===== config.mk =====
export PLATFORM = sky130hd
export DESIGN_NAME = hvqe_div
export DESIGN_NICKNAME = d
export VERILOG_FILES = /design/src/sv/hvqe_pkg.sv /design/src/sv/hvqe_div.sv
export SDC_FILE = /design/constraint.sdc
export NUM_CORES = 1
export LEC_CHECK = 0
export ABC_AREA = 1
export BUFFER_PORTS_ARGS = -buffer_cell sky130_fd_sc_hd__buf_2
export CAP_MARGIN = 20
export CORE_AREA = 2 2 427 429
export DETAILED_ROUTE_END_ITERATION = 10
export DIE_AREA = 0 0 429 431
export GPL_ROUTABILITY_DRIVEN = 0
export SYNTH_ARGS = -nofsm -noshare
export SYNTH_HDL_FRONTEND = slang
export SYNTH_SLANG_ARGS = --single-unit

===== constraint.sdc =====
create_clock -name clk -period 2.2 [get_ports clk]
set_input_delay 0.33 -clock clk [delete_from_list [all_inputs] [get_ports clk]]
set_output_delay 0.33 -clock clk [all_outputs]
set_load 0.02 [all_outputs]

===== src/sv/hvqe_pkg.sv =====
// Shared constants, widths, the arctangent table and the half-precision converter.
package hvqe_pkg;

	localparam int FRAC_BITS    = 14;
	localparam int CORDIC_STEPS = 16;

	localparam int HALF_W   = 16;
	localparam int FIX_W    = FRAC_BITS + 3;
	localparam int SQ_W     = 2 * FRAC_BITS + 3;
	localparam int SUM_W    = 2 * FRAC_BITS + 4;
	localparam int SQRT_LAT = SUM_W / 2;
	localparam int ROOT_W   = FRAC_BITS + 3;
	localparam int REM_W    = ROOT_W + 3;
	localparam int DVD_W    = 2 * FRAC_BITS + 2;
	localparam int Q_W      = FRAC_BITS + 2;
	localparam int DIV_LAT  = Q_W;
	localparam int DCMP_W   = ROOT_W + Q_W;
	localparam int PART_W   = FRAC_BITS + 2;
	localparam int W_W      = FRAC_BITS + 1;
	localparam int PROD_W   = 2 * PART_W;
	localparam int OP_W     = PROD_W + 2;
	localparam int SF_W     = FRAC_BITS + 2;
	localparam int CW       = 2 * FRAC_BITS + 7;
	localparam int ZW       = 32;
	localparam int ANG_W    = 16;
	localparam int PITCH_W  = 15;
	localparam int QUAT_W   = 16;
	localparam int QUAT_W_W = 15;
	localparam int CORDIC_LAT = CORDIC_STEPS + 2;

	localparam int ONE_F = 1 << FRAC_BITS;
	localparam logic [SUM_W-1:0] ONE_2F = SUM_W'(1) << (2 * FRAC_BITS);
	localparam longint DEGEN_LIMIT = ((longint'(1) << (2 * FRAC_BITS)) + 999999) / 1000000;
	localparam logic [63:0] SAT_MAG = 64'd2 << FRAC_BITS;

	localparam logic signed [ZW-1:0] DEG180      = 188743680;
	localparam logic signed [ZW-1:0] ANG_LIMIT   = 23040;
	localparam logic signed [ZW-1:0] PITCH_LIMIT = 11520;
	localparam logic signed [ZW-1:0] ANG_ROUND   = 4096;
	localparam int ANG_SHIFT = 13;

	localparam logic signed [ZW-1:0] ATAN_TAB [24] = '{
		47185920, 27855475, 14718068, 7471121, 3750058, 1876857, 938658, 469357,
		234682, 117342, 58671, 29335, 14668, 7334, 3667, 1833,
		917, 458, 229, 115, 57, 29, 14, 7
	};

	function automatic logic signed [FIX_W-1:0] half_to_fix(input logic [HALF_W-1:0] h);
		logic [4:0] ex;
		logic [63:0] m;
		logic [63:0] mag;
		int sh;
		ex = h[14:10];
		m = {54'd0, h[9:0]};
		mag = '0;
		sh = 0;
		if (ex == 5'd31) begin
			mag = SAT_MAG;
		end else begin
			if (ex == 5'd0) begin
				ex = 5'd1;
			end else begin
				m[10] = 1'b1;
			end
			sh = int'(ex) - 25 + FRAC_BITS;
			if (sh >= 0) begin
				mag = m << sh;
			end else begin
				mag = (m + (64'd1 << (-sh - 1))) >> (-sh);
			end
			if (mag > SAT_MAG) begin
				mag = SAT_MAG;
			end
		end
		if (h[15]) begin
			return FIX_W'(-mag);
		end
		return FIX_W'(mag);
	endfunction

endpackage


===== src/sv/hvqe_div.sv =====
// Pipelined restoring divider, one quotient bit per stage.
module hvqe_div import hvqe_pkg::*; (
	input  logic              clk,
	input  logic              en,
	input  logic [DVD_W-1:0]  dividend,
	input  logic [ROOT_W-1:0] divisor,
	output logic [Q_W-1:0]    quotient
);

	logic [DCMP_W-1:0] rem_q [DIV_LAT];
	logic [ROOT_W-1:0] d_q   [DIV_LAT];
	logic [Q_W-1:0]    q_q   [DIV_LAT];

	for (genvar i = 0; i < DIV_LAT; i++) begin : g_step
		localparam int B = Q_W - 1 - i;
		logic [DCMP_W-1:0] rem_in;
		logic [ROOT_W-1:0] d_in;
		logic [Q_W-1:0]    q_in;
		logic [DCMP_W-1:0] shifted;
		logic              ge;
		if (i == 0) begin : g_first
			assign rem_in = DCMP_W'(dividend);
			assign d_in   = divisor;
			assign q_in   = '0;
		end else begin : g_next
			assign rem_in = rem_q[i-1];
			assign d_in   = d_q[i-1];
			assign q_in   = q_q[i-1];
		end
		assign shifted = DCMP_W'(d_in) << B;
		assign ge      = rem_in >= shifted;
		always_ff @(posedge clk) begin
			if (en) begin
				d_q[i]   <= d_in;
				rem_q[i] <= ge ? rem_in - shifted : rem_in;
				q_q[i]   <= {q_in[Q_W-2:0], ge};
			end
		end
	end

	assign quotient = q_q[DIV_LAT-1];

endmodule


Yosys cells after proc, flatten, opt, wreduce, memory -nomap -nowiden
Memory sizes are Yosys's and may differ from the RTL's.
Cells that the tools add are included.
{ "totals": {"out_inout_bits": 16, "mem_count": 3, "ram_bits": 1056, "latch_bits": 0, "romBits": 0, "register_bits": 0, "input_bits": 49} }
{ "classes": {"n_mul": 0, "reduce_logical": 0, "bitwise": 0, "n_div": 0, "order_cmp": 16, "muxes": 18, "addsub": 16, "n_eq_ne": 0, "n_shift": 0} }
{ "memory_table": {"columns": ["memory", "depth", "width", "read_ports", "rd_ports_with_merged_regs", "write_ports", "line_no", "rtl"], "rows": [
  ["rem_q", 16, 33, 15, 0, 16, "hvqe_div.sv:10", "logic [DCMP_W-1:0] rem_q [DIV_LAT];"],
  ["d_q", 16, 17, 15, 0, 16, "hvqe_div.sv:11", "logic [ROOT_W-1:0] d_q [DIV_LAT];"],
  ["q_q", 16, 16, 16, 0, 16, "hvqe_div.sv:12", "logic [Q_W-1:0] q_q [DIV_LAT];"]
]} }
{ "ops": {"columns": ["cell", "count"], "rows": [
  ["33-bit two-way mux", 16],
  ["33-bit by 17-bit greater-or-equal comparator with 1-bit output", 1],
  ["33-bit by 18-bit greater-or-equal comparator with 1-bit output", 1],
  ["33-bit by 19-bit greater-or-equal comparator with 1-bit output", 1],
  ["33-bit by 20-bit greater-or-equal comparator with 1-bit output", 1],
  ["33-bit by 21-bit greater-or-equal comparator with 1-bit output", 1],
  ["33-bit by 22-bit greater-or-equal comparator with 1-bit output", 1],
  ["33-bit by 23-bit greater-or-equal comparator with 1-bit output", 1],
  ["33-bit by 24-bit greater-or-equal comparator with 1-bit output", 1],
  ["33-bit by 25-bit greater-or-equal comparator with 1-bit output", 1],
  ["33-bit by 26-bit greater-or-equal comparator with 1-bit output", 1],
  ["33-bit by 27-bit greater-or-equal comparator with 1-bit output", 1],
  ["33-bit by 28-bit greater-or-equal comparator with 1-bit output", 1],
  ["33-bit by 29-bit greater-or-equal comparator with 1-bit output", 1],
  ["33-bit by 30-bit greater-or-equal comparator with 1-bit output", 1],
  ["33-bit by 31-bit greater-or-equal comparator with 1-bit output", 1],
  ["30-bit by 32-bit subtractor with 33-bit output", 1],
  ["33-bit by 17-bit subtractor with 33-bit output", 1],
  ["33-bit by 18-bit subtractor with 33-bit output", 1],
  ["33-bit by 19-bit subtractor with 33-bit output", 1],
  ["33-bit by 20-bit subtractor with 33-bit output", 1],
  ["33-bit by 21-bit subtractor with 33-bit output", 1],
  ["33-bit by 22-bit subtractor with 33-bit output", 1],
  ["33-bit by 23-bit subtractor with 33-bit output", 1],
  ["other kinds (10)", 11]
]} }

Longest topological paths before layout
An unclocked memory read counts as a cell.
{ "logic_depth": {"word_depth": 3, "ltp_mapped": 17} }

Worst setup path after synthesis
OpenSTA, ideal clock, no wires.
{ "synth_path": {"path_kind": "register -> register", "start": "memory rem_q[1][38] in the netlist's numbering", "end": "memory rem_q[1][88] in the netlist's numbering (data pin)", "path_buffers": 1, "period_less_slack_ps": 2299, "slack_ps": -99, "path_stages_with_launch": 14, "t_arrival_ps": 2041, "setup_time_ps": 259, "path_cell_list": "edfxtp_1 > inv_1 > ha_1 > inv_1 > fa_1 > nand3_1 > nand3_1 > nand4_1 > nand2_1 > nand2_1 > inv_1 > nor2_4 > buf_2 > a21oi_1"} }
{ "synth_lines": {"columns": ["item", "line_no"], "rows": [
  ["from (decl)", "hvqe_div.sv:10"]
]} }

==> impl_metrics.json <==
{
  "status": "finished with violations",
  "violations": "setup timing",
  "syn_inst": 6561,
  "start_util_pct": 29.8,
  "clk_pin_slew_ns": 0.06,
  "drtIter0Drc": 4395,
  "die_area_mm2": 0.185,
  "ys_types": 51,
  "holdCritPathClass": "in2reg",
  "port_buffers": 64,
  "rsz0062_at_grt": "yes",
  "rr_worst_depth": 11,
  "antenna_left": 0,
  "rr_startpoint": "rem_q[1][116]",
  "drv_slew": 0,
  "htree_levels": 3,
  "hold_depth": 1,
  "cts.sinks": 886,
  "final.period_utilization_pct": 109,
  "core-area_mm2": 0.180,
  "p_leak_uw": 0.0360,
  "rrSetupSlack_ns": -0.21,
  "worst_setup_path_end_kind": "register",
  "layout.cells.most_common_list": "nand2_1 (1815), buf_4 (1213), inv_1 (996)",
  "dp_hpwl_mm": 120,
  "rows": 156,
  "cts_made_buffers": 94,
  "peakVddDrop_mv": 0.670,
  "grt_pass1_vias": 47400,
  "yosys_warnings": 0,
  "via_per_inst": 4.79,
  "hold_violations": 0,
  "grt_pass1_wl_mm": 253,
  "grt_max_degree": 79,
  "min_from": "en",
  "final_common_cell": "nand2_1",
  "relSlewSlack_pct": 45.8,
  "wl_mm": 173,
  "holdPathEnd": "d_q[0][83]",
  "synth_nets": 6895,
  "fin_crit_ns": 2.41,
  "n_fill_cell": 16500,
  "dp_cells": 9920,
  "synthArstFlopShare_pct": 0,
  "stdcell_count": 10600,
  "wl_per_cell_um": 16.4,
  "syn_area_mm2": 0.0538,
  "crit_required_ns": 2.65,
  "overflow": 0,
  "dr.pass1.iters": 6,
  "cp-start-kind": "register",
  "fin_nets": 8452,
  "worstSetupPathType": "reg2reg",
  "route.detailed.drc": 0,
  "synth-edff-count": 886,
  "io_pins": 65,
  "ctsRootBufferMaster": "clkbuf_16",
  "clock.fmax_ghz": 0.416,
  "dieWidth_um": 429,
  "finalSetupViolCount": 263,
  "die_h_um": 431,
  "drive_above_1_share_pct": 34.9,
  "whs_ns": 0.0428,
  "vias": 50600,
  "worstPathArrival_ns": 2.86,
  "worstMarginPinSlew_ns": 0.805,
  "ys_ff_latch": 886,
  "synthFlopType": "edfxtp_1",
  "max_cap_viol_count": 0,
  "yosysSeqAreaShare_pct": 49.5,
  "path_max_fanout": 5,
  "finClkSkew_ns": 0.0301,
  "p_per_area_mw_per_mm2": 1080,
  "fin_ws_ns": -0.205,
  "r2r_end": "rem_q[1][137]",
  "insertion_delay_ns": 0.71,
  "clockBufferDepth": 3,
  "antenna_found_initial": 1,
  "grt_usage_pct": 17.0,
  "area_growth_pct": 47.3,
  "synth_area_per_cell_um2": 8.20,
  "cts_tree": "done"
}
-- worst max-delay path: stages, from the launching register on --
cell	delay (ns)
edfxtp_1	0.44
ha_1	0.39
nand2_1	0.12
nor3_1	0.40
nand2_2	0.14
nand2_4	0.11
inv_4	0.05
buf_12	0.13
buf_8	0.12
buf_16	0.13
nand2_2	0.06
o21ai_2	0.05
-- cell families (layout without fill, tap and decap cells) --
| kind of cell | after synthesis | count (layout) | synth area share (%) |
|---|---|---|---|
| xor+xnor | 159 | 159 | 2.59 |
| compound gates | 511 | 511 | 5.15 |
| fa+ha+maj | 285 | 285 | 6.84 |
| simple gates | 3567 | 3580 | 27.4 |
| flops | 886 | 886 | 49.5 |
| buf+inv | 1153 | 2775 | 8.53 |
| other cells | 0 | 1 | 0 |
-- routing by layer --
metal  wire length, um  GRT usage [%]  vias to the layer above
li1                  -              -                    24500
met1             73200           22.5                    23900
met2             82600           28.7                     1840
met3             11100           2.22                      380
met4              6160           5.84                        0
met5                 0              0                        -
-- cell type report --
class	count	area, um2	area share [%]
Clock buffer	110	2410	3.05
Multi-Input combinational cell	4535	29200	36.9
Sequential cell	886	26600	33.6
Tap cell	2370	2970	3.74
Clock inverter	64	693	0.875
Antenna cell	1	2.50	0.00316
Inverter	1092	4150	5.24
Timing Repair inverter	3	33.8	0.0427
Timing Repair Buffer	1506	13100	16.5
-- cell usage after synthesis (all sizes together) (7+ instances only) --
cell type,n,share of area (%)
xnor2,29,0.47
nand2,2316,16
a21oi,350,3.4
o21bai,28,0.41
o21ai,120,1.1
nand3b,19,0.31
nor3b,7,0.11
xor2,130,2.1
ha,270,6.3
or2,10,0.12
nor4,12,0.14
nor3,67,0.66
edfxtp,886,49
nand4,112,1.3
and2,9,0.10
nand3,450,4.2
nor2,555,4.0
inv,1092,7.6
fa,15,0.56
buf,60,0.90
-- power breakdown --
part,switching [uW],total [uW],internal (uW),leakage [uW]
clock network,7090,16200,9130,0.00149
logic,23800,43900,20100,0.0260
registers,2780,25800,23000,0.00855
total,33700,85900,52200,0.0360
-- worst max path at each step --
stage                  startpoint       endpoint  slack, ns
floorplan           rem_q[0][174]  rem_q[0][226]       0.01
global placement    rem_q[0][148]  rem_q[0][194]      -0.56
finish              rem_q[1][116]  rem_q[1][137]      -0.21
global route        rem_q[1][116]  rem_q[1][137]      -0.28
CTS                 rem_q[1][102]  rem_q[1][153]      -0.17
detailed placement  rem_q[0][148]  rem_q[0][194]      -0.56
-- state kept, by name, summed over array words and instances (netlist names) --
name,count
d_q,255
rem_q,495
q_q,136
-- repair_timing --
item	CTS	global route
cloned	37	22
setup buffers	169	222
gates resized for setup	634	1003
hold endpoints to repair	48	0
hold buffers	47	0
pin swaps	167	324
endpoints found under the setup margin	360	384
-- per-stage QoR --
stage / util (%) / area, um2 / total power, uW / setup TNS (ns) / setup slack, ns
after floorplan: - / 53800 / 43600 / 0 / 0.00958
after global routing: 44.0 / 79200 / 91000 / -41.72 / -0.285
final: 44.0 / 79200 / 85900 / -17.79 / -0.205
after detailed placement: 35.8 / 64500 / 58300 / -81.69 / -0.562
after global placement: 35.8 / 64500 / 57900 / -70.22 / -0.563
after CTS: 40.6 / 73200 / 78500 / -15.59 / -0.173
No activity file was read; power rests on OpenSTA's default activity.
