===== config.mk =====
export PLATFORM = sky130hd
export DESIGN_NAME = hvqe_cordic
export DESIGN_NICKNAME = d
export VERILOG_FILES = /design/src/sv/hvqe_pkg.sv /design/src/sv/hvqe_cordic.sv
export SDC_FILE = /design/constraint.sdc
export NUM_CORES = 2
export LEC_CHECK = 0
export ABC_CLOCK_PERIOD_IN_PS = 8550
export BUFFER_PORTS_ARGS = -buffer_cell sky130_fd_sc_hd__buf_2
export CAP_MARGIN = 20
export CELL_PAD_IN_SITES_DETAIL_PLACEMENT = 2
export CELL_PAD_IN_SITES_GLOBAL_PLACEMENT = 2
export CORE_ASPECT_RATIO = 2
export CORE_MARGIN = 2
export CORE_UTILIZATION = 44
export CTS_BUF_LIST = sky130_fd_sc_hd__clkbuf_4
export DETAILED_ROUTE_END_ITERATION = 10
export GPL_TIMING_DRIVEN = 0
export PLACE_DENSITY_LB_ADDON = 0.1
export SLEW_MARGIN = 20
export SYNTH_ARGS = -nofsm -noshare
export SYNTH_HDL_FRONTEND = slang
export SYNTH_SLANG_ARGS = --single-unit

===== constraint.sdc =====
create_clock -name clk -period 8.55 [get_ports clk]
set_clock_uncertainty 0.2 [all_clocks]
set_input_delay 2.1375 -clock clk [delete_from_list [all_inputs] [get_ports clk]]
set_output_delay 2.1375 -clock clk [all_outputs]
set_load 0.05 [all_outputs]

===== src/sv/hvqe_pkg.sv =====
// Shared constants, widths, the arctangent table and the half-precision converter.
package hvqe_pkg;

	localparam int FRAC_BITS    = 14;
	localparam int CORDIC_STEPS = 16;

	localparam int HALF_W   = 16;
	localparam int FIX_W    = FRAC_BITS + 3;
	localparam int SQ_W     = 2 * FRAC_BITS + 3;
	localparam int SUM_W    = 2 * FRAC_BITS + 4;
	localparam int SQRT_LAT = SUM_W / 2;
	localparam int ROOT_W   = FRAC_BITS + 3;
	localparam int REM_W    = ROOT_W + 3;
	localparam int DVD_W    = 2 * FRAC_BITS + 2;
	localparam int Q_W      = FRAC_BITS + 2;
	localparam int DIV_LAT  = Q_W;
	localparam int DCMP_W   = ROOT_W + Q_W;
	localparam int PART_W   = FRAC_BITS + 2;
	localparam int W_W      = FRAC_BITS + 1;
	localparam int PROD_W   = 2 * PART_W;
	localparam int OP_W     = PROD_W + 2;
	localparam int SF_W     = FRAC_BITS + 2;
	localparam int CW       = 2 * FRAC_BITS + 7;
	localparam int ZW       = 32;
	localparam int ANG_W    = 16;
	localparam int PITCH_W  = 15;
	localparam int QUAT_W   = 16;
	localparam int QUAT_W_W = 15;
	localparam int CORDIC_LAT = CORDIC_STEPS + 2;

	localparam int ONE_F = 1 << FRAC_BITS;
	localparam logic [SUM_W-1:0] ONE_2F = SUM_W'(1) << (2 * FRAC_BITS);
	localparam longint DEGEN_LIMIT = ((longint'(1) << (2 * FRAC_BITS)) + 999999) / 1000000;
	localparam logic [63:0] SAT_MAG = 64'd2 << FRAC_BITS;

	localparam logic signed [ZW-1:0] DEG180      = 188743680;
	localparam logic signed [ZW-1:0] ANG_LIMIT   = 23040;
	localparam logic signed [ZW-1:0] PITCH_LIMIT = 11520;
	localparam logic signed [ZW-1:0] ANG_ROUND   = 4096;
	localparam int ANG_SHIFT = 13;

	localparam logic signed [ZW-1:0] ATAN_TAB [24] = '{
		47185920, 27855475, 14718068, 7471121, 3750058, 1876857, 938658, 469357,
		234682, 117342, 58671, 29335, 14668, 7334, 3667, 1833,
		917, 458, 229, 115, 57, 29, 14, 7
	};

	function automatic logic signed [FIX_W-1:0] half_to_fix(input logic [HALF_W-1:0] h);
		logic [4:0] ex;
		logic [63:0] m;
		logic [63:0] mag;
		int sh;
		ex = h[14:10];
		m = {54'd0, h[9:0]};
		mag = '0;
		sh = 0;
		if (ex == 5'd31) begin
			mag = SAT_MAG;
		end else begin
			if (ex == 5'd0) begin
				ex = 5'd1;
			end else begin
				m[10] = 1'b1;
			end
			sh = int'(ex) - 25 + FRAC_BITS;
			if (sh >= 0) begin
				mag = m << sh;
			end else begin
				mag = (m + (64'd1 << (-sh - 1))) >> (-sh);
			end
			if (mag > SAT_MAG) begin
				mag = SAT_MAG;
			end
		end
		if (h[15]) begin
			return FIX_W'(-mag);
		end
		return FIX_W'(mag);
	endfunction

endpackage


===== src/sv/hvqe_cordic.sv =====
// Pipelined vectoring CORDIC giving atan2 in 1/128 degree, clamped to a half turn.
module hvqe_cordic import hvqe_pkg::*; (
	input  logic                    clk,
	input  logic                    en,
	input  logic signed [CW-1:0]    y,
	input  logic signed [CW-1:0]    x,
	output logic signed [ANG_W-1:0] angle
);

	logic signed [CW-1:0] x_q [CORDIC_STEPS+1];
	logic signed [CW-1:0] y_q [CORDIC_STEPS+1];
	logic signed [ZW-1:0] z_q [CORDIC_STEPS+1];
	logic                 zero_q [CORDIC_STEPS+1];
	logic signed [ZW-1:0] zr;
	logic signed [ZW-1:0] zc;
	logic signed [ANG_W-1:0] angle_q;

	always_ff @(posedge clk) begin
		if (en) begin
			zero_q[0] <= (x == '0) && (y == '0);
			if (x < 0) begin
				x_q[0] <= -x;
				y_q[0] <= -y;
				z_q[0] <= (y >= 0) ? DEG180 : -DEG180;
			end else begin
				x_q[0] <= x;
				y_q[0] <= y;
				z_q[0] <= '0;
			end
		end
	end

	for (genvar i = 0; i < CORDIC_STEPS; i++) begin : g_iter
		always_ff @(posedge clk) begin
			if (en) begin
				zero_q[i+1] <= zero_q[i];
				if (y_q[i][CW-1]) begin
					x_q[i+1] <= x_q[i] - (y_q[i] >>> i);
					y_q[i+1] <= y_q[i] + (x_q[i] >>> i);
					z_q[i+1] <= z_q[i] - ATAN_TAB[i];
				end else begin
					x_q[i+1] <= x_q[i] + (y_q[i] >>> i);
					y_q[i+1] <= y_q[i] - (x_q[i] >>> i);
					z_q[i+1] <= z_q[i] + ATAN_TAB[i];
				end
			end
		end
	end

	always_comb begin
		zr = (z_q[CORDIC_STEPS] + ANG_ROUND) >>> ANG_SHIFT;
		if (zr > ANG_LIMIT) begin
			zc = ANG_LIMIT;
		end else if (zr < -ANG_LIMIT) begin
			zc = -ANG_LIMIT;
		end else begin
			zc = zr;
		end
	end

	always_ff @(posedge clk) begin
		if (en) begin
			angle_q <= zero_q[CORDIC_STEPS] ? '0 : ANG_W'(zc);
		end
	end

	assign angle = angle_q;

endmodule


## After elaboration in Yosys (flattened, before gate mapping)

Memory sizes are Yosys's and may differ from the RTL's.
Index checks and enable logic that the tools add are counted.

| word-level totals | value |
|---|---|
| bits in registers | 16 |
| memories kept | 4 |
| RAM bits | 1751 |
| word-level logic and storage cells | 323 |

| cells by class | value |
|---|---|
| mux-type cells | 158 |
| $add $sub $neg | 98 |
| $lt $le $gt $ge | 4 |
| bitwise gates (word level) | 51 |
| reduce and logical (&&, ||, !) cells | 5 |

Memories:

| name | depth | width | read ports | clocked after memory_dff | wr ports | RTL line | RTL |
|---|---|---|---|---|---|---|---|
| x_q | 17 | 35 | 16 | 0 | 17 | hvqe_cordic.sv:10 | `logic signed [CW-1:0] x_q [CORDIC_STEPS+1];` |
| y_q | 17 | 35 | 16 | 0 | 17 | hvqe_cordic.sv:11 | `logic signed [CW-1:0] y_q [CORDIC_STEPS+1];` |
| z_q | 17 | 32 | 17 | 0 | 17 | hvqe_cordic.sv:12 | `logic signed [ZW-1:0] z_q [CORDIC_STEPS+1];` |
| zero_q | 17 | 1 | 17 | 0 | 17 | hvqe_cordic.sv:13 | `logic zero_q [CORDIC_STEPS+1];` |

Operators by type and width:

| operator | count |
|---|---|
| two-way mux 35 bit | 34 |
| two-way mux 32 bit | 18 |
| two-way mux 1 bit | 104 |
| adder 35 x 20 -> 35 bit | 2 |
| adder 35 x 21 -> 35 bit | 2 |
| adder 35 x 22 -> 35 bit | 2 |
| adder 35 x 23 -> 35 bit | 2 |
| adder 35 x 24 -> 35 bit | 2 |
| adder 35 x 25 -> 35 bit | 2 |
| adder 35 x 26 -> 35 bit | 2 |
| adder 35 x 27 -> 35 bit | 2 |
| adder 35 x 28 -> 35 bit | 2 |
| adder 35 x 29 -> 35 bit | 2 |
| adder 35 x 30 -> 35 bit | 2 |
| adder 35 x 31 -> 35 bit | 2 |
| adder 35 x 32 -> 35 bit | 2 |
| adder 35 x 33 -> 35 bit | 2 |
| adder 35 x 34 -> 35 bit | 2 |
| zero test 35 bit | 2 |
| negation 35 bit | 2 |
| subtractor 35 x 20 -> 35 bit | 2 |
| subtractor 35 x 21 -> 35 bit | 2 |
| subtractor 35 x 22 -> 35 bit | 2 |
| subtractor 35 x 23 -> 35 bit | 2 |
| 55 further kinds | 118 |

## Depth between registers and ports, before layout

| logic depth | value |
|---|---|
| depth after elaboration | 5 |
| gate-level depth with buffers | 21 |

## Worst setup path after synthesis

No wires, ideal clock.

| path | value |
|---|---|
| kind | input-to-reg |
| start | in en |
| end | mem x_q[6][32] (netlist name), data pin |
| data required time | 8086 ps |
| slack | 1258 ps |
| path buffers | 5 |
| cell stages on the path | 19 |
| data arrival time | 6828 ps |
| path through | clkbuf_1 -> clkbuf_1 -> clkbuf_1 -> nand2b_1 -> clkbuf_1 -> clkbuf_1 -> o21ai_0 -> fa_1 -> a21o_1 -> a21oi_1 -> o21ai_0 -> a41o_1 -> and3_1 -> o221a_2 -> a31o_2 -> a21o_1 -> a21o_1 -> a221oi_1 -> xnor2_1 |

RTL lines:

| element | RTL line | RTL |
|---|---|---|
| start, declared | hvqe_cordic.sv:4 | `input logic en,` |
| end, declared | hvqe_cordic.sv:10 |  |

==> flow_summary.yaml <==
worst_setup_path:
  worstPathCellList: "buf_6 > nand2b_1 > clkbuf_2 > clkinvlp_4 > clkbuf_2 > clkbuf_4 > nor2_1 > xor2_1 > ha_1 > a21o_1 > a211oi_1 > o21a_1 > o31ai_1 > a21oi_1 > o41a_1 > o221ai_1 > a311oi_2 > o41ai_1 > a21oi_1 > xnor2_1"
  cp_slowest_cell: "clkinvlp_4"
  cp_top_family: "compound AO/OA/AOI/OAI gates"
  worstReg2RegEnd: "x_q[2][34]"
  r2r_cells: 19
  path_class: "in2reg"
  crit_required_ps: 9500
  regToRegSetupSlack_ps: 730
  worstSetupEndpoint: "x_q[2][34]"
  crit_start: "en"
  timing.rr.start: "y_q[1][34]"
  worstPathArrival_ps: 9540
  crit_cells: 20
  endpoint_kind: "flop"
  cp-start-kind: "input port"
  path_max_fanout: 35
  critical_path_buf_inv_count: 5
  max_stage_delay_ps: 740
synth:
  synth_fa_ha_area_frac: 0.149
  seq_area_frac_synth: 0.348
  synth.area.top_cells: "edfxtp_1 (35%), ha_1 (14%), xnor2_1 (8.8%), a21oi_1 (5.5%), xor2_1 (4.5%)"
  synthFlopType: "edfxtp_1"
  synth_edf_count: 1519
  synth-compound-area-share: 0.211
  yosys_warnings: 0
  synth_top_area_frac: 0.348
  synth_area_um2: 131000
  yosys.area_share.simple: 0.128
  avgSynthCellArea_um2: 9.49
  async_flop_share: 0
  synthCells: 13800
  yosysTopAreaCell: "edfxtp_1"
  synth_top_family_by_area: "compound AO/OA/AOI/OAI gates"
  ys_types: 88
  synth_xor_area_frac: 0.133
  synth_seq_cells: 1519
  synth_nets: 15400
  synthMuxAreaShare: 0.00516
timing:
  finalWorstSetupSlack_ps: -43.7
  setup_violations: 3
  slew_headroom: 0.0474
  slew_violations: 0
  fmax_ghz: 0.116
  hold_violations: 0
  min_period_ps: 8590
  finalCritPeriodShare: 1.01
  worstMarginPinSlew_ps: 1420
  finalSetupTns_ps: -61.4
  holdWs_ps: 203
placement:
  gp_congestion: 1.27
  numPortBuffers: 87
  hpwl_mm: 473
route:
  first_iter_violations: 4567
  avgViaCountPerCell: 6.26
  final_antenna_net_count: 0
  drt-total-wl_mm: 580
  post_drt_wl_per_cell_um: 31.3
  vias: 116000
  first_pass_iters: 7
  drc: 0
clock_tree:
  cts_made_buffers: 384
  clk_latency_ps: 1500
  cts_max_path_buffers: 4
  cts_sinks: 1519
  path_clk_slew_ps: 70
  cts-root-buf: "clkbuf_4"
  htreeDepth: 5
  cts_tree: "done"
  hold_buffers: 0
floorplan:
  coreArea_um2: 297000
  rows: 283
  initial_core_util: 0.442
  die_w_um: 390
  die_h_um: 776
  dieArea_um2: 303000
  pin_count: 88
finish:
  nNetsFinal: 16000
  area_growth_pct: 9.10
  layout-drive-gt1-share: 0.0672
grt:
  grt_max_degree: 59
  grt_pass1_wl_mm: 851
  antenna_found_initial: 37
  grt_pass1_vias: 134000
  grt_use_total: 0.378
  overflow: 0
outcome:
  status: "finished, violations left"
  violations: "negative setup slack"
min_path:
  hp-class: "reg2reg"
  min_delay_path_depth: 0
  min_from: "zero_q[9]"
flow_run:
  maxCapViolations: 0
## state kept, by name (all words and copies together), names as in the netlist
signal / cells
angle: 16
z_q: 450
x_q: 510
zero_q: 17
y_q: 526
## area by class of cell
cell class,count,area [um^2]
Sequential cell,1519,45600
Timing Repair Buffer,149,1730
Fill cell,31800,154000
Antenna cell,42,105
Clock buffer,522,3920
Clock inverter,153,945
Multi-Input combinational cell,11400,82300
Tap cell,3847,4810
Buffer,277,1200
Inverter,632,2380
## metal layers
layer | vias to the layer above | track usage | share of wire
met4 | 30 | 0.470 | 0.15
met3 | 2881 | 0.0884 | 0.044
met2 | 3438 | 0.751 | 0.56
met5 | - | 0 | 0.00034
li1 | 52400 | - | -
met1 | 57100 | 0.243 | 0.25
## how the worst min path moves through the flow
stage                  to  slack [ps]
2_1_floorplan  z_q[13][1]         200
3_3_place_gp    zero_q[5]         210
3_5_place_dp   zero_q[11]         210
4_1_cts        zero_q[10]         210
5_1_grt        zero_q[10]         210
6_report       zero_q[10]         200
## stage by stage
step	instance area, um^2	instances	setup slack (ps)	utilization
detailed placement	138000	17800	-2670	0.464
finish	143000	18500	-43.7	0.482
floorplan	131000	13800	1260	-
CTS	143000	18500	168	0.481
global route	143000	18500	-41.8	0.482
global placement	136000	17800	-7200	0.460
## worst reg2reg max path, stage by stage (launching register included)
cell and delay, ps:
edfxtp_1 450, nand2b_1 140, clkbuf_2 550, clkinvlp_4 750, clkbuf_2 640, clkbuf_4 540, nor2_1 220, xor2_1 90
ha_1 350, a21o_1 220, a211oi_1 120, o21a_1 210, o31ai_1 480, a21oi_1 310, o41a_1 620, o221ai_1 490
a311oi_2 340, o41ai_1 560, a21oi_1 160, xnor2_1 140
## what timing repair did
item,4_1_cts,5_1_grt
pin swaps,0,0
gates resized for setup,9,15
setup buffers,0,2
endpoints found under the setup margin,70,22
## cell usage in the layout, fill, tap and decap left out, drive strengths merged, types with 132 or more instances in the layout
cell,netlist,routed
xor2,674,674
nor2,1123,1123
nor2b,180,180
nand2b,223,223
o21a,200,200
clkbuf,235,757
ha,1484,1484
and3,132,132
o21ai,712,712
buf,44,190
nand3,225,225
o31ai,146,146
a21o,718,718
o21bai,191,191
a21oi,1440,1440
edfxtp,1519,1519
clkinv,8,138
nor3,291,291
inv,624,629
nand2,714,714
xnor2,1312,1312
## synth_stat cells (56+ instances only)
cell	n
ha_1	1484
o31ai_1	146
a21boi_0	96
nand2b_1	223
nand2_1	714
nand3_1	225
nor2b_1	180
a21oi_1	1440
mux2i_1	56
nor2_1	1122
nand4_1	111
or3_1	99
clkbuf_1	235
xor2_1	674
o21ai_0	706
o41ai_1	72
nor3_1	291
o211ai_1	65
and2_1	65
a211oi_1	130
a21o_1	718
o21bai_1	191
inv_1	619
a31oi_1	127
nor4_1	99
and3_1	132
o21a_1	200
edfxtp_1	1519
xnor2_1	1312
## cell families after synthesis
group / after synthesis
and+or+nand+nor: 3474
adders and majority gates: 1529
DFF: 1519
muxes: 66
xor gates and xnor gates: 1986
AOI/OAI and AO/OA: 4331
buffers and inverters: 911
Power is not shown: default switching activity piles up to over one toggle a cycle in this logic, so the estimate is an artifact.
