--- config.mk ---
export PLATFORM = sky130hd
export DESIGN_NAME = hvqe_sqrt
export DESIGN_NICKNAME = d
export VERILOG_FILES = /design/src/sv/hvqe_pkg.sv /design/src/sv/hvqe_sqrt.sv
export SDC_FILE = /design/constraint.sdc
export NUM_CORES = 1
export LEC_CHECK = 0
export BUFFER_PORTS_ARGS = -buffer_cell sky130_fd_sc_hd__buf_2
export CAP_MARGIN = 5
export CORE_AREA = 2 2 326 328
export CTS_CLUSTER_DIAMETER = 60
export DETAILED_ROUTE_END_ITERATION = 10
export DIE_AREA = 0 0 328 330
export REMOVE_ABC_BUFFERS = 1
export SLEW_MARGIN = 0
export SYNTH_ARGS = -nofsm -noshare
export SYNTH_HDL_FRONTEND = slang
export SYNTH_SLANG_ARGS = --single-unit
--- constraint.sdc ---
create_clock -name clk -period 3 [get_ports clk]
set_clock_uncertainty 0.15 [all_clocks]
set_input_delay 0.6 -clock clk [delete_from_list [all_inputs] [get_ports clk]]
set_output_delay 0.6 -clock clk [all_outputs]
set_load 0.005 [all_outputs]
--- src/sv/hvqe_pkg.sv ---
// Shared constants, widths, the arctangent table and the half-precision converter.
package hvqe_pkg;

	localparam int FRAC_BITS    = 14;
	localparam int CORDIC_STEPS = 16;

	localparam int HALF_W   = 16;
	localparam int FIX_W    = FRAC_BITS + 3;
	localparam int SQ_W     = 2 * FRAC_BITS + 3;
	localparam int SUM_W    = 2 * FRAC_BITS + 4;
	localparam int SQRT_LAT = SUM_W / 2;
	localparam int ROOT_W   = FRAC_BITS + 3;
	localparam int REM_W    = ROOT_W + 3;
	localparam int DVD_W    = 2 * FRAC_BITS + 2;
	localparam int Q_W      = FRAC_BITS + 2;
	localparam int DIV_LAT  = Q_W;
	localparam int DCMP_W   = ROOT_W + Q_W;
	localparam int PART_W   = FRAC_BITS + 2;
	localparam int W_W      = FRAC_BITS + 1;
	localparam int PROD_W   = 2 * PART_W;
	localparam int OP_W     = PROD_W + 2;
	localparam int SF_W     = FRAC_BITS + 2;
	localparam int CW       = 2 * FRAC_BITS + 7;
	localparam int ZW       = 32;
	localparam int ANG_W    = 16;
	localparam int PITCH_W  = 15;
	localparam int QUAT_W   = 16;
	localparam int QUAT_W_W = 15;
	localparam int CORDIC_LAT = CORDIC_STEPS + 2;

	localparam int ONE_F = 1 << FRAC_BITS;
	localparam logic [SUM_W-1:0] ONE_2F = SUM_W'(1) << (2 * FRAC_BITS);
	localparam longint DEGEN_LIMIT = ((longint'(1) << (2 * FRAC_BITS)) + 999999) / 1000000;
	localparam logic [63:0] SAT_MAG = 64'd2 << FRAC_BITS;

	localparam logic signed [ZW-1:0] DEG180      = 188743680;
	localparam logic signed [ZW-1:0] ANG_LIMIT   = 23040;
	localparam logic signed [ZW-1:0] PITCH_LIMIT = 11520;
	localparam logic signed [ZW-1:0] ANG_ROUND   = 4096;
	localparam int ANG_SHIFT = 13;

	localparam logic signed [ZW-1:0] ATAN_TAB [24] = '{
		47185920, 27855475, 14718068, 7471121, 3750058, 1876857, 938658, 469357,
		234682, 117342, 58671, 29335, 14668, 7334, 3667, 1833,
		917, 458, 229, 115, 57, 29, 14, 7
	};

	function automatic logic signed [FIX_W-1:0] half_to_fix(input logic [HALF_W-1:0] h);
		logic [4:0] ex;
		logic [63:0] m;
		logic [63:0] mag;
		int sh;
		ex = h[14:10];
		m = {54'd0, h[9:0]};
		mag = '0;
		sh = 0;
		if (ex == 5'd31) begin
			mag = SAT_MAG;
		end else begin
			if (ex == 5'd0) begin
				ex = 5'd1;
			end else begin
				m[10] = 1'b1;
			end
			sh = int'(ex) - 25 + FRAC_BITS;
			if (sh >= 0) begin
				mag = m << sh;
			end else begin
				mag = (m + (64'd1 << (-sh - 1))) >> (-sh);
			end
			if (mag > SAT_MAG) begin
				mag = SAT_MAG;
			end
		end
		if (h[15]) begin
			return FIX_W'(-mag);
		end
		return FIX_W'(mag);
	endfunction

endpackage

--- src/sv/hvqe_sqrt.sv ---
// Pipelined integer square root, one result bit per stage, rounded to nearest.
module hvqe_sqrt import hvqe_pkg::*; (
	input  logic              clk,
	input  logic              en,
	input  logic [SUM_W-1:0]  op,
	output logic [ROOT_W-1:0] root
);

	logic [SUM_W-1:0]  op_q   [SQRT_LAT];
	logic [REM_W-1:0]  rem_q  [SQRT_LAT];
	logic [ROOT_W-1:0] root_q [SQRT_LAT];

	for (genvar i = 0; i < SQRT_LAT; i++) begin : g_step
		logic [SUM_W-1:0]  op_in;
		logic [REM_W-1:0]  rem_in;
		logic [ROOT_W-1:0] root_in;
		logic [REM_W-1:0]  rem_sh;
		logic [REM_W-1:0]  trial;
		if (i == 0) begin : g_first
			assign op_in   = op;
			assign rem_in  = '0;
			assign root_in = '0;
		end else begin : g_next
			assign op_in   = op_q[i-1];
			assign rem_in  = rem_q[i-1];
			assign root_in = root_q[i-1];
		end
		assign rem_sh = {rem_in[REM_W-3:0], op_in[SUM_W-1 -: 2]};
		assign trial  = REM_W'({root_in, 2'b01});
		always_ff @(posedge clk) begin
			if (en) begin
				op_q[i] <= op_in << 2;
				if (rem_sh >= trial) begin
					rem_q[i]  <= rem_sh - trial;
					root_q[i] <= {root_in[ROOT_W-2:0], 1'b1};
				end else begin
					rem_q[i]  <= rem_sh;
					root_q[i] <= {root_in[ROOT_W-2:0], 1'b0};
				end
			end
		end
	end

	assign root = (rem_q[SQRT_LAT-1] > REM_W'(root_q[SQRT_LAT-1])) ?
		root_q[SQRT_LAT-1] + ROOT_W'(1) : root_q[SQRT_LAT-1];

endmodule

Yosys cells after proc, flatten, opt, wreduce, memory -nomap -nowiden

Memory sizes are Yosys's and may differ from the RTL's.
Cells that the tools add are included.
W data, S select, Z words.

$add $sub $neg: 17
Mux-type cells: 131
Bitwise gates (word level): 32
$lt $le $gt $ge: 17

Operators with widths:

| operator                | count |
|---|---|
| $mux W20                | 16 |
| $ge A20 B19 Y1          | 15 |
| $sub A20 B19 Y20        | 15 |
| $mux W17                | 17 |
| $mux W1                 | 98 |
| $or A1 B1 Y1            | 32 |
| $gt A20 B17 Y1          | 1 |
| $add A17 B1 Y17 const B | 1 |
| $sub A2 B1 Y3 const B   | 1 |
| $ge A2 B1 Y1 const B    | 1 |

Output and inout port bits: 17
Input port bits: 34
Bits in registers: 0
Word-level logic and storage cells: 200
Memories kept: 3
RAM bits: 1,072

Memory list:

| memory | depth | bits a word | rd ports | clocked after Yosys merged registers in | write ports | RTL line        | source |
|---|---|---|---|---|---|---|---|
| op_q   | 16    | 30          | 15       | 0                                       | 16          | hvqe_sqrt.sv:9  | `logic [SUM_W-1:0] op_q [SQRT_LAT];` |
| rem_q  | 16    | 20          | 16       | 0                                       | 16          | hvqe_sqrt.sv:10 | `logic [REM_W-1:0] rem_q [SQRT_LAT];` |
| root_q | 16    | 17          | 16       | 0                                       | 16          | hvqe_sqrt.sv:11 | `logic [ROOT_W-1:0] root_q [SQRT_LAT];` |

Logic depth before layout (Yosys ltp)

Gate-level depths: netlist of the first run.
An unclocked memory read counts as a cell.

Depth in word-level cells: 6
Gate-level depth with buffers: 11
Mapped depth without buffers: 9

Worst setup path after synthesis of the first run

OpenSTA, ideal clock, no wires.

Path kind: reg-to-output
From: mem root_q[1][120] (netlist bit)
To: out root[11]
Data required time: 2.250 ns
Cell stages (with the launch flop): 11
Setup slack: -0.018 ns
Path buffers: 1
Arrival: 2.268 ns
Path through: edfxtp_1 inv_1 ha_1 nor2b_1 o21a_1 o21a_1 o21a_1 nor3_1 clkbuf_1 nor3_1 xnor2_1

RTL lines:

| element     | RTL line        | source |
|---|---|---|
| from (decl) | hvqe_sqrt.sv:11 |  |
| to (decl)   | hvqe_sqrt.sv:6  | `output logic [ROOT_W-1:0] root` |

==> results of run 1 <==
-- layer usage --
layer,track usage [%],vias to the layer above,wire [um]
li1,-,9594,-
met2,19.3,274,29800
met3,2.01,122,1920
met5,0,-,0
met1,10.7,9002,22300
met4,4.22,0,1740
-- synth_stat cells, types with 5 or more instances --
| cell type | count |
|---|---|
| nor4b_1 | 11 |
| and3_1 | 13 |
| mux2i_1 | 10 |
| ha_1 | 173 |
| a211oi_1 | 12 |
| nor3_1 | 51 |
| nand4b_1 | 6 |
| nor2_1 | 125 |
| o211ai_1 | 9 |
| mux2_2 | 36 |
| a21boi_0 | 5 |
| a2111oi_0 | 11 |
| nand2b_1 | 30 |
| o31a_1 | 5 |
| nand2_1 | 181 |
| nor3b_1 | 6 |
| xnor2_1 | 120 |
| a21oi_1 | 114 |
| nand3b_1 | 13 |
| buf_2 | 9 |
| or4_1 | 11 |
| a31oi_1 | 14 |
| nor2b_1 | 26 |
| or3_1 | 20 |
| o31ai_1 | 13 |
| nand3_1 | 44 |
| and2_1 | 13 |
| o21ai_0 | 141 |
| clkbuf_1 | 44 |
| edfxtp_1 | 645 |
| nor4_1 | 40 |
| o21a_1 | 31 |
| xor2_1 | 99 |
| inv_1 | 212 |
| or2_2 | 11 |
| nand4_1 | 26 |
| a211o_1 | 6 |
| a21o_1 | 51 |
-- where the power goes --
part | switching [mW] | internal (mW)
combinational | 2.41 | 2.13
clock | 3.68 | 5.86
sequential | 0.590 | 11.3
-- worst max-delay path: stages (launching register included) --
cell      delay, ns
edfxtp_1       0.42
ha_4           0.29
and4_4         0.23
nand2_4        0.06
nor3_4         0.19
o21a_1         0.21
nor3_4         0.06
buf_6          0.14
buf_6          0.11
nor4_4         0.26
xnor2_1        0.14
buf_2          0.13
-- state kept, by name, summed over array words and instances, names as in the netlist --
register and cells:
rem_q 270, op_q 240, root_q 136
-- kinds of logic after synthesis --
| family | count (synthesis) | share of synthesized area, % |
|---|---|---|
| xor+xnor | 219 | 6.14 |
| compound gates | 458 | 9.17 |
| buf+inv | 271 | 3.34 |
| fa+ha+maj | 173 | 6.93 |
| simple gates | 650 | 10.7 |
| mux | 47 | 1.65 |
| flops | 646 | 62.0 |
-- worst max path at each step --
stage	startpoint	end	slack, ns	cells past startpoint
after floorplan	rem_q[1][60]	rem_q[1][88]	-0.39	7
after global placement	rem_q[1][155]	root[16]	-0.09	10
after detailed placement	root_q[1][133]	root[16]	-0.15	11
after CTS	rem_q[1][141]	root[1]	-0.71	10
after global routing	rem_q[1][153]	root[5]	-0.81	11
final	rem_q[1][153]	root[5]	-0.64	11
-- repair_timing --
action	in CTS	in global routing
setup buffers	3	5
pin swaps	4	26
setup endpoints to repair	17	48
hold buffers	30	0
resized for setup	14	56
hold endpoints to repair	30	0
-- metrics by stage --
step                      setup WS (ns)  std cells
after floorplan                  -0.393       2405
after global placement          -0.0909       3981
after detailed placement         -0.152       3981
after CTS                        -0.708       4155
after global routing             -0.808       4160
final                            -0.640       4160
-- cell type report --
type	count	share of cell area [%]
clock inverter	45	1.52
timing repair buffer	223	4.69
inverter	212	2.12
tap	1391	4.65
clock buffer	96	5.50
multi-input combinational	1547	29.8
sequential	646	51.8
==> flow_summary.yaml, run 1 <==
logic_synthesis:
  ys.warnings.count: 0
  synth-async-reset-ratio_pct: 0
  avgSynthCellArea_sq_um: 12.7
  synth_edf_count: 645
  yosysTopAreaCellShare_pct: 62.0
  yosysUniqueCellTypes: 83
  syn_area_sq_um: 31300
  ys_ff_latch: 646
  netlist_instances: 2464
  synth-main-ff-cell: "edfxtp_1"
  yosysTopAreaCell: "edfxtp_1"
  yosysSeqAreaShare_pct: 62.0
  yosys-top-cells-area: "edfxtp_1 62%, ha_1 6.9%, xnor2_1 3.4%"
cts:
  clock-sinks: 646
  htree_levels: 3
  clock_latency_ns: 0.63
  clk_pin_slew_ns: 0.05
  tritoncts: "yes"
  cts_buffers: 77
  clock_path_buffers: 3
  cts_root_buf: "clkbuf_16"
grt:
  grt_pass1_wl_um: 89800
  grt_use_total_pct: 10.1
  grt_pass1_vias: 18700
  gr-total-overflow: 0
  antenna_found_initial: 0
  grt_max_degree: 136
setup_path:
  r2r_cells: 9
  rrSetupSlack_ns: 0.13
  critPathCaptureType: "primary output"
  cp_data_arrival_time_ns: 2.89
  critical_path_class: "reg -> out"
  worstPathRequired_ns: 2.25
  r2r-start: "rem_q[1][60]"
  crit_path_max_fanout: 7
  r2r-end: "rem_q[1][94]"
  critPathLaunchType: "flip-flop"
sta:
  final_max_slew_viol_count: 0
  rsz0062_at_grt: "yes"
  setup_slack_ns: -0.640
  hold_viol_final: 0
  relSlewSlack_pct: 52.8
  setup_viol: 17
  worst_pin_slew_ns: 0.709
  fmax_ghz: 0.275
  fin_crit_ns: 3.64
  finalCritPeriodShare_pct: 121
  hold_slack_ns: 0.166
  fin_setup_tns_ns: -9.48
drt:
  route.detailed.drc: 0
  via_per_inst: 4.57
  postRouteAntennaNets: 0
  drt_first_pass_iters: 5
  avgRoutedWirePerCell_um: 13.4
  finalWirelength_um: 55800
  via_count: 19000
  first_iter_violations: 1118
flow_run:
  max_cap_viol_count: 0
pwr:
  power.leakage_nw: 14.4
  fin_total_pwr_mw: 26.0
  irDropWorstVdd_mv: 0.422
  power_per_cell_area_nw_per_um2: 693
die:
  fp.dieW_um: 328
  dieArea_sq_um: 108000
  start_util_pct: 29.9
  ios: 51
  core_area_sq_um: 105000
  core.rowCount: 119
  die_h_um: 330
outcome:
  violations: "negative setup slack"
  status: "finished with violations"
finish:
  area_delta_synth_final_pct: 19.9
  layout_common_cells: "645 x edfxtp_1, 208 x inv_1, 179 x nand2_1"
  fin_area_sq_um: 37500
  postLayoutCoreUtil_pct: 35.8
  final_common_cell: "edfxtp_1"
  drive_gt1_share_pct: 14.9
  final_nets: 2914
  fillers: 10100
  regArea_sq_um: 19400
  multi_input_area_sq_um: 11200
  antenna_cells: 0
min_path:
  min_path_cells: 1
  min_to: "op_q[0][13]"
  min_from: "en"
  hp-class: "in -> reg"
placed_design:
  io_buffers: 50
  postPlaceCellArea_sq_um: 34100
  gp_congestion: 0.868
  place_hpwl_um: 39500
(Power assumes the default switching activity.)
==> run 2, diff against run 1 <==
- ABC_AREA: not set -> 1
- CORE_AREA: 2 2 326 328 -> 2 2 351 353
- DIE_AREA: 0 0 328 330 -> 0 0 353 355
==> flow_summary.yaml, run 2 <==
setup_path:
  critPathLaunchType: "flip-flop"
  crit_chain: "ha_4, nand2_4, nor3_4, nand3b_1, nand3_4, buf_6, nand3_2, nand2_1, buf_2"
  critical_path_class: "reg -> out"
  worstPathRequired_ns: 2.25
  cp_slowest_cell: "edfxtp_1"
  max_stage_delay_ns: 0.42
  cp_data_arrival_time_ns: 2.40
  crit_path_max_fanout: 8
  critPathCaptureType: "primary output"
drt:
  route.detailed.drc: 0
  postRouteAntennaNets: 0
  finalWirelength_um: 80500
  via_per_inst: 4.47
  drt_first_pass_iters: 6
  first_iter_violations: 1814
  via_count: 26200
  avgRoutedWirePerCell_um: 13.7
outcome:
  status: "finished with violations"
  violations: "negative setup slack"
grt:
  antenna_found_initial: 0
  grt_pass1_wl_um: 129000
  grt_pass1_vias: 25000
  grt_max_degree: 58
  grt_use_total_pct: 12.7
  gr-total-overflow: 0
sta:
  relSlewSlack_pct: 52.3
  setup_slack_ns: -0.152
  fmax_ghz: 0.317
  hold_viol_final: 0
  rsz0062_at_grt: "yes"
  hold_slack_ns: 0.0793
  final_max_slew_viol_count: 0
  worst_pin_slew_ns: 0.716
  finalCritPeriodShare_pct: 105
  setup_viol: 17
  fin_crit_ns: 3.15
logic_synthesis:
  netlist_instances: 3990
  avgSynthCellArea_sq_um: 9.07
  yosysTopAreaCellShare_pct: 53.5
  yosysUniqueCellTypes: 54
  synth_edf_count: 645
  synth-main-ff-cell: "edfxtp_1"
  synth_commonest_cells: "1,112 x nand2_1, 645 x edfxtp_1, 629 x inv_1"
  ys_ff_latch: 646
  synth-async-reset-ratio_pct: 0
  syn_area_sq_um: 36200
  ys.warnings.count: 0
  yosys-top-cells-area: "edfxtp_1 54%, nand2_1 12%, inv_1 6.5%"
  yosysTopAreaCell: "edfxtp_1"
  yosysSeqAreaShare_pct: 53.6
  synth_most_common_cell: "nand2_1"
die:
  core_area_sq_um: 121000
  die_h_um: 355
  start_util_pct: 29.8
  dieArea_sq_um: 125000
  fp.dieW_um: 353
  ios: 51
  core.rowCount: 128
pwr:
  swShare_pct: 29.9
  combPwrFrac_pct: 19.6
  p_switching_mw: 8.19
  power.leakage_nw: 18.4
  power_per_cell_area_nw_per_um2: 652
  p_clk_share_pct: 37.2
  internal_power_mw: 19.2
  irDropWorstVdd_mv: 0.468
  seqPwrFrac_pct: 43.2
cts:
  cts_root_buf: "clkbuf_16"
  clock_latency_ns: 0.69
  clock-sinks: 646
  clock_path_buffers: 3
  clk_pin_slew_ns: 0.06
  htree_levels: 3
  cts_buffers: 81
  tritoncts: "yes"
placed_design:
  preCtsSetupSlack_ns: 0.158
  place_hpwl_um: 60700
  io_buffers: 50
  gp_congestion: 0.876
finish:
  drive_gt1_share_pct: 10.7
  fillers: 12500
  layout_common_cells: "1,107 x nand2_1, 645 x edfxtp_1, 618 x inv_1"
  largest_reg_flops: 270
  reg.largest.list: "rem_q x270, op_q x240, root_q x136"
  area_delta_synth_final_pct: 16.3
  final_nets: 4369
  final_common_cell: "nand2_1"
  antenna_cells: 0
  regMostFlops: "rem_q"
flow_run:
  max_cap_viol_count: 0
min_path:
  hp-class: "in -> reg"
==> run 2: changes by cell type in the layout (fill, tap and decap cells not counted), moves of 50 or more <==
cell     previous run  this run
o21ai_0           137        79
nand2_1           179      1107
nor2_1            124       357
nand3_1            43       240
a21o_1             51         1
xnor2_1           119        50
inv_1             208       618
nand4_1            26        77
buf_4             130        48
==> run 2: area by class of cell <==
class | count | area [sq um] | share of cell area, %
inverter | 651 | 2450 | 5.83
clock inverter | 59 | 766 | 1.82
clock buffer | 93 | 2100 | 5.00
timing repair buffer | 137 | 1080 | 2.56
tap | 1625 | 2030 | 4.83
multi-input combinational | 2645 | 14200 | 33.9
sequential | 646 | 19400 | 46.1
==> run 2: routing by layer <==
metal / up-vias / GRT usage [%] / wire length [um]
met3: 154 / 2.13 / 3450
met2: 510 / 20.4 / 36300
met1: 12000 / 16.9 / 37800
met4: 0 / 5.34 / 3000
met5: - / 0 / 0
li1: 13500 / - / -
==> run 2: through the flow <==
stage / TNS [ns] / utilization [%] / cells / cell area [sq um] / power (mW)
global route: -4.74 / 34.7 / 5856 / 42100 / 28.9
detailed placement: 0 / 31.7 / 5649 / 38400 / 17.2
global placement: 0 / 31.7 / 5649 / 38400 / 17.1
floorplan: 0 / - / 3942 / 35800 / 15.6
CTS: -3.05 / 34.5 / 5849 / 41900 / 27.7
finish: -2.20 / 34.7 / 5856 / 42100 / 27.4
==> run 2: final timing paths <==
check | start | endpoint | slack [ns] | cells past startpoint
worst min-delay path | op[30] | rem_q[0][0] | 0.08 | 2
worst max-delay path | rem_q[1][155] | root[4] | -0.15 | 9
worst max register to register | rem_q[0][63] | rem_q[0][84] | 0.39 | 9
worst min register to register | op_q[0][67] | op_q[0][99] | 0.26 | 0
==> run 2: worst max-delay path: cells and delay by family (launching register included) <==
| kind | cells | cell delay (ns) |
|---|---|---|
| and+or+nand+nor | 6 | 0.77 |
| DFF | 1 | 0.42 |
| adders and majority gates | 1 | 0.30 |
| buffers and inverters | 2 | 0.27 |
==> run 2: power by group through the flow <==
| stage | combinational, mW | clock, mW | sequential [mW] |
|---|---|---|---|
| floorplan | 3.86 | 0 | 11.7 |
| global placement | 5.14 | 0 | 12.0 |
| detailed placement | 5.18 | 0 | 12.0 |
| CTS | 5.33 | 10.5 | 11.8 |
| global route | 6.16 | 10.9 | 11.9 |
| finish | 5.37 | 10.2 | 11.8 |
==> run 2: timing repair <==
action / in CTS / in global routing
endpoints found under the hold margin: 30 / 0
gates cloned: 0 / 0
hold buffers: 30 / 0
setup buffers: 18 / 7
endpoints found under the setup margin: 17 / 17
pin swaps: 22 / 9
gates resized for setup: 42 / 14
==> run 2: cell families (layout without fill, tap and decap cells) <==
group / count (synthesis) / after routing / share of synthesized area [%]
flip-flops: 646 / 646 / 53.6
AO/OA/AOI/OAI: 320 / 320 / 5.15
adder cells (fa/ha/maj): 173 / 173 / 5.98
buffers and inverters: 699 / 940 / 7.75
XOR/XNOR: 133 / 133 / 3.24
AND/OR/NAND/NOR: 2019 / 2019 / 24.3
==> run 3, diff against run 2 <==
==> constraint.sdc (replaced) <==
create_clock -name clk -period 3 [get_ports clk]
set_clock_uncertainty 0.15 [all_clocks]
set_input_delay 0.45 -clock clk [delete_from_list [all_inputs] [get_ports clk]]
set_output_delay 0.45 -clock clk [all_outputs]
set_load 0.005 [all_outputs]
==> flow_summary.yaml, run 3 (synthesis results as in run 2) <==
grt:
  gr-total-overflow: 0
  grt_use_total_pct: 12.8
  antenna_found_initial: 1
  grt_pass1_wl_um: 130000
  grt_pass1_vias: 25000
  grt_max_degree: 75
finish:
  largest_reg_flops: 270
  final_nets: 4361
  reg.largest.list: "rem_q x270, op_q x240, root_q x136"
  final_common_cell: "nand2_1"
  final_cells: 5842
  area_delta_synth_final_pct: 15.6
  drive_gt1_share_pct: 9.91
  regMostFlops: "rem_q"
  antenna_cells: 0
  layout_common_cells: "1,109 x nand2_1, 645 x edfxtp_1, 622 x inv_1"
  fillers: 12500
setup_path:
  r2r-end: "rem_q[1][157]"
  worst-path-buf-inv: 2
  critPathLaunchType: "flip-flop"
  cp_data_arrival_time_ns: 2.54
  crit_cells: 10
  crit_top_cell: "nand2_1"
  critPathLaunch: "root_q[1][134]"
  r2r-start: "rem_q[1][125]"
  cp_slowest_cell: "edfxtp_1"
  crit_chain: "inv_1, ha_4, a21oi_1, o21ai_1, nor2_1, nand3_4, nand2_8, nand2_1, nand2_1, buf_2"
  crit_path_max_fanout: 17
  critPathCaptureType: "primary output"
  critical_path_class: "reg -> out"
  rrSetupSlack_ns: 0.50
  r2r_cells: 8
  critical-path-top-delay-family: "simple AND/OR/NAND/NOR gates"
  max_stage_delay_ns: 0.39
  worstPathRequired_ns: 2.40
sta:
  fmax_ghz: 0.318
  relSlewSlack_pct: 50.2
  hold_slack_ns: 0.253
  setup_slack_ns: -0.144
  setup_viol: 17
  hold_viol_final: 0
  finalCritPeriodShare_pct: 105
  rsz0062_at_grt: "yes"
  fin_setup_tns_ns: -2.00
  fin_crit_ns: 3.14
  final_max_slew_viol_count: 0
  worst_pin_slew_ns: 0.744
pwr:
  power_per_cell_area_nw_per_um2: 644
  power.leakage_nw: 18.3
  irDropWorstVdd_mv: 0.452
  fin_total_pwr_mw: 26.9
cts:
  clock-sinks: 646
  clock_latency_ns: 0.68
  cts_root_buf: "clkbuf_16"
  htree_levels: 3
  tritoncts: "yes"
  cts_buffers: 81
  clk_pin_slew_ns: 0.06
  clock_path_buffers: 3
die:
  core_area_sq_um: 121000
  ios: 51
  start_util_pct: 29.8
  core.rowCount: 128
  dieArea_sq_um: 125000
  fp.dieW_um: 353
  die_h_um: 355
flow_run:
  max_cap_viol_count: 0
placed_design:
  place_hpwl_um: 61000
  io_buffers: 50
  gp_congestion: 0.889
  dp_cells: 5646
drt:
  first_iter_violations: 1927
  dr_wl_met3_um: 3870
  wl_met1_um: 37600
  wl_met2_um: 37200
  finalWirelength_um: 81000
  drt_first_pass_iters: 6
  top_layer_used: "met4"
  postRouteAntennaNets: 0
  via_per_inst: 4.50
  avgRoutedWirePerCell_um: 13.9
  via_count: 26300
  route.detailed.drc: 0
min_path:
  min_to: "op_q[0][196]"
  hp-class: "reg -> reg"
  min_from: "op_q[0][164]"
  min_path_cells: 0
outcome:
  status: "finished with violations"
  violations: "negative setup slack"
## run 3: cell count changes in the layout (fill, tap and decap cells not counted), moves of 3 or more
cell	change
inv_2	-4
ha_4	-4
buf_12	+3
clkbuf_8	-3
dlygate4sd3_1	+3
inv_1	+4
buf_4	-13
ha_1	+4
clkinv_1	+7
clkbuf_1	-4
## run 3: routing by layer
layer	global-route usage (%)	vias to the layer above
met5	0	-
met4	4.69	0
met3	2.01	130
met2	20.8	589
met1	17.2	12100
li1	-	13500
## run 3: how the worst max path moves through the flow
stage	endpoint	slack (ns)
floorplan	root[0]	0.64
global placement	rem_q[1][157]	0.47
detailed placement	rem_q[1][157]	0.48
CTS	root[12]	-0.10
global route	root[1]	-0.28
finish	root[1]	-0.14
## run 3: cell type report
class | instances | area, sq um | share of cell area, %
clock buffer | 86 | 2050 | 4.89
clock inverter | 60 | 667 | 1.59
inverter | 651 | 2450 | 5.87
multi-input combinational | 2645 | 14200 | 33.9
sequential | 646 | 19400 | 46.4
tap | 1625 | 2030 | 4.86
timing repair buffer | 129 | 1070 | 2.57
## run 3: stage by stage
stage	worst slack, ns	utilization, %	instance area [sq um]
floorplan	0.641	-	35800
global placement	0.467	31.7	38400
detailed placement	0.483	31.7	38400
CTS	-0.103	34.2	41600
global route	-0.277	34.5	41800
finish	-0.144	34.5	41800
## run 3: repair_timing
action,in CTS,in global routing
hold endpoints to repair,47,0
setup endpoints to repair,17,17
buffers inserted,8,8
gates cloned,0,1
hold buffers,33,0
pin swaps,2,21
resized for setup,14,28
## run 3: where the power goes
part / switching, mW / internal [mW] / total (mW)
logic: 3.42 / 1.92 / 5.34
clock network: 3.95 / 5.80 / 9.75
registers: 0.653 / 11.2 / 11.8
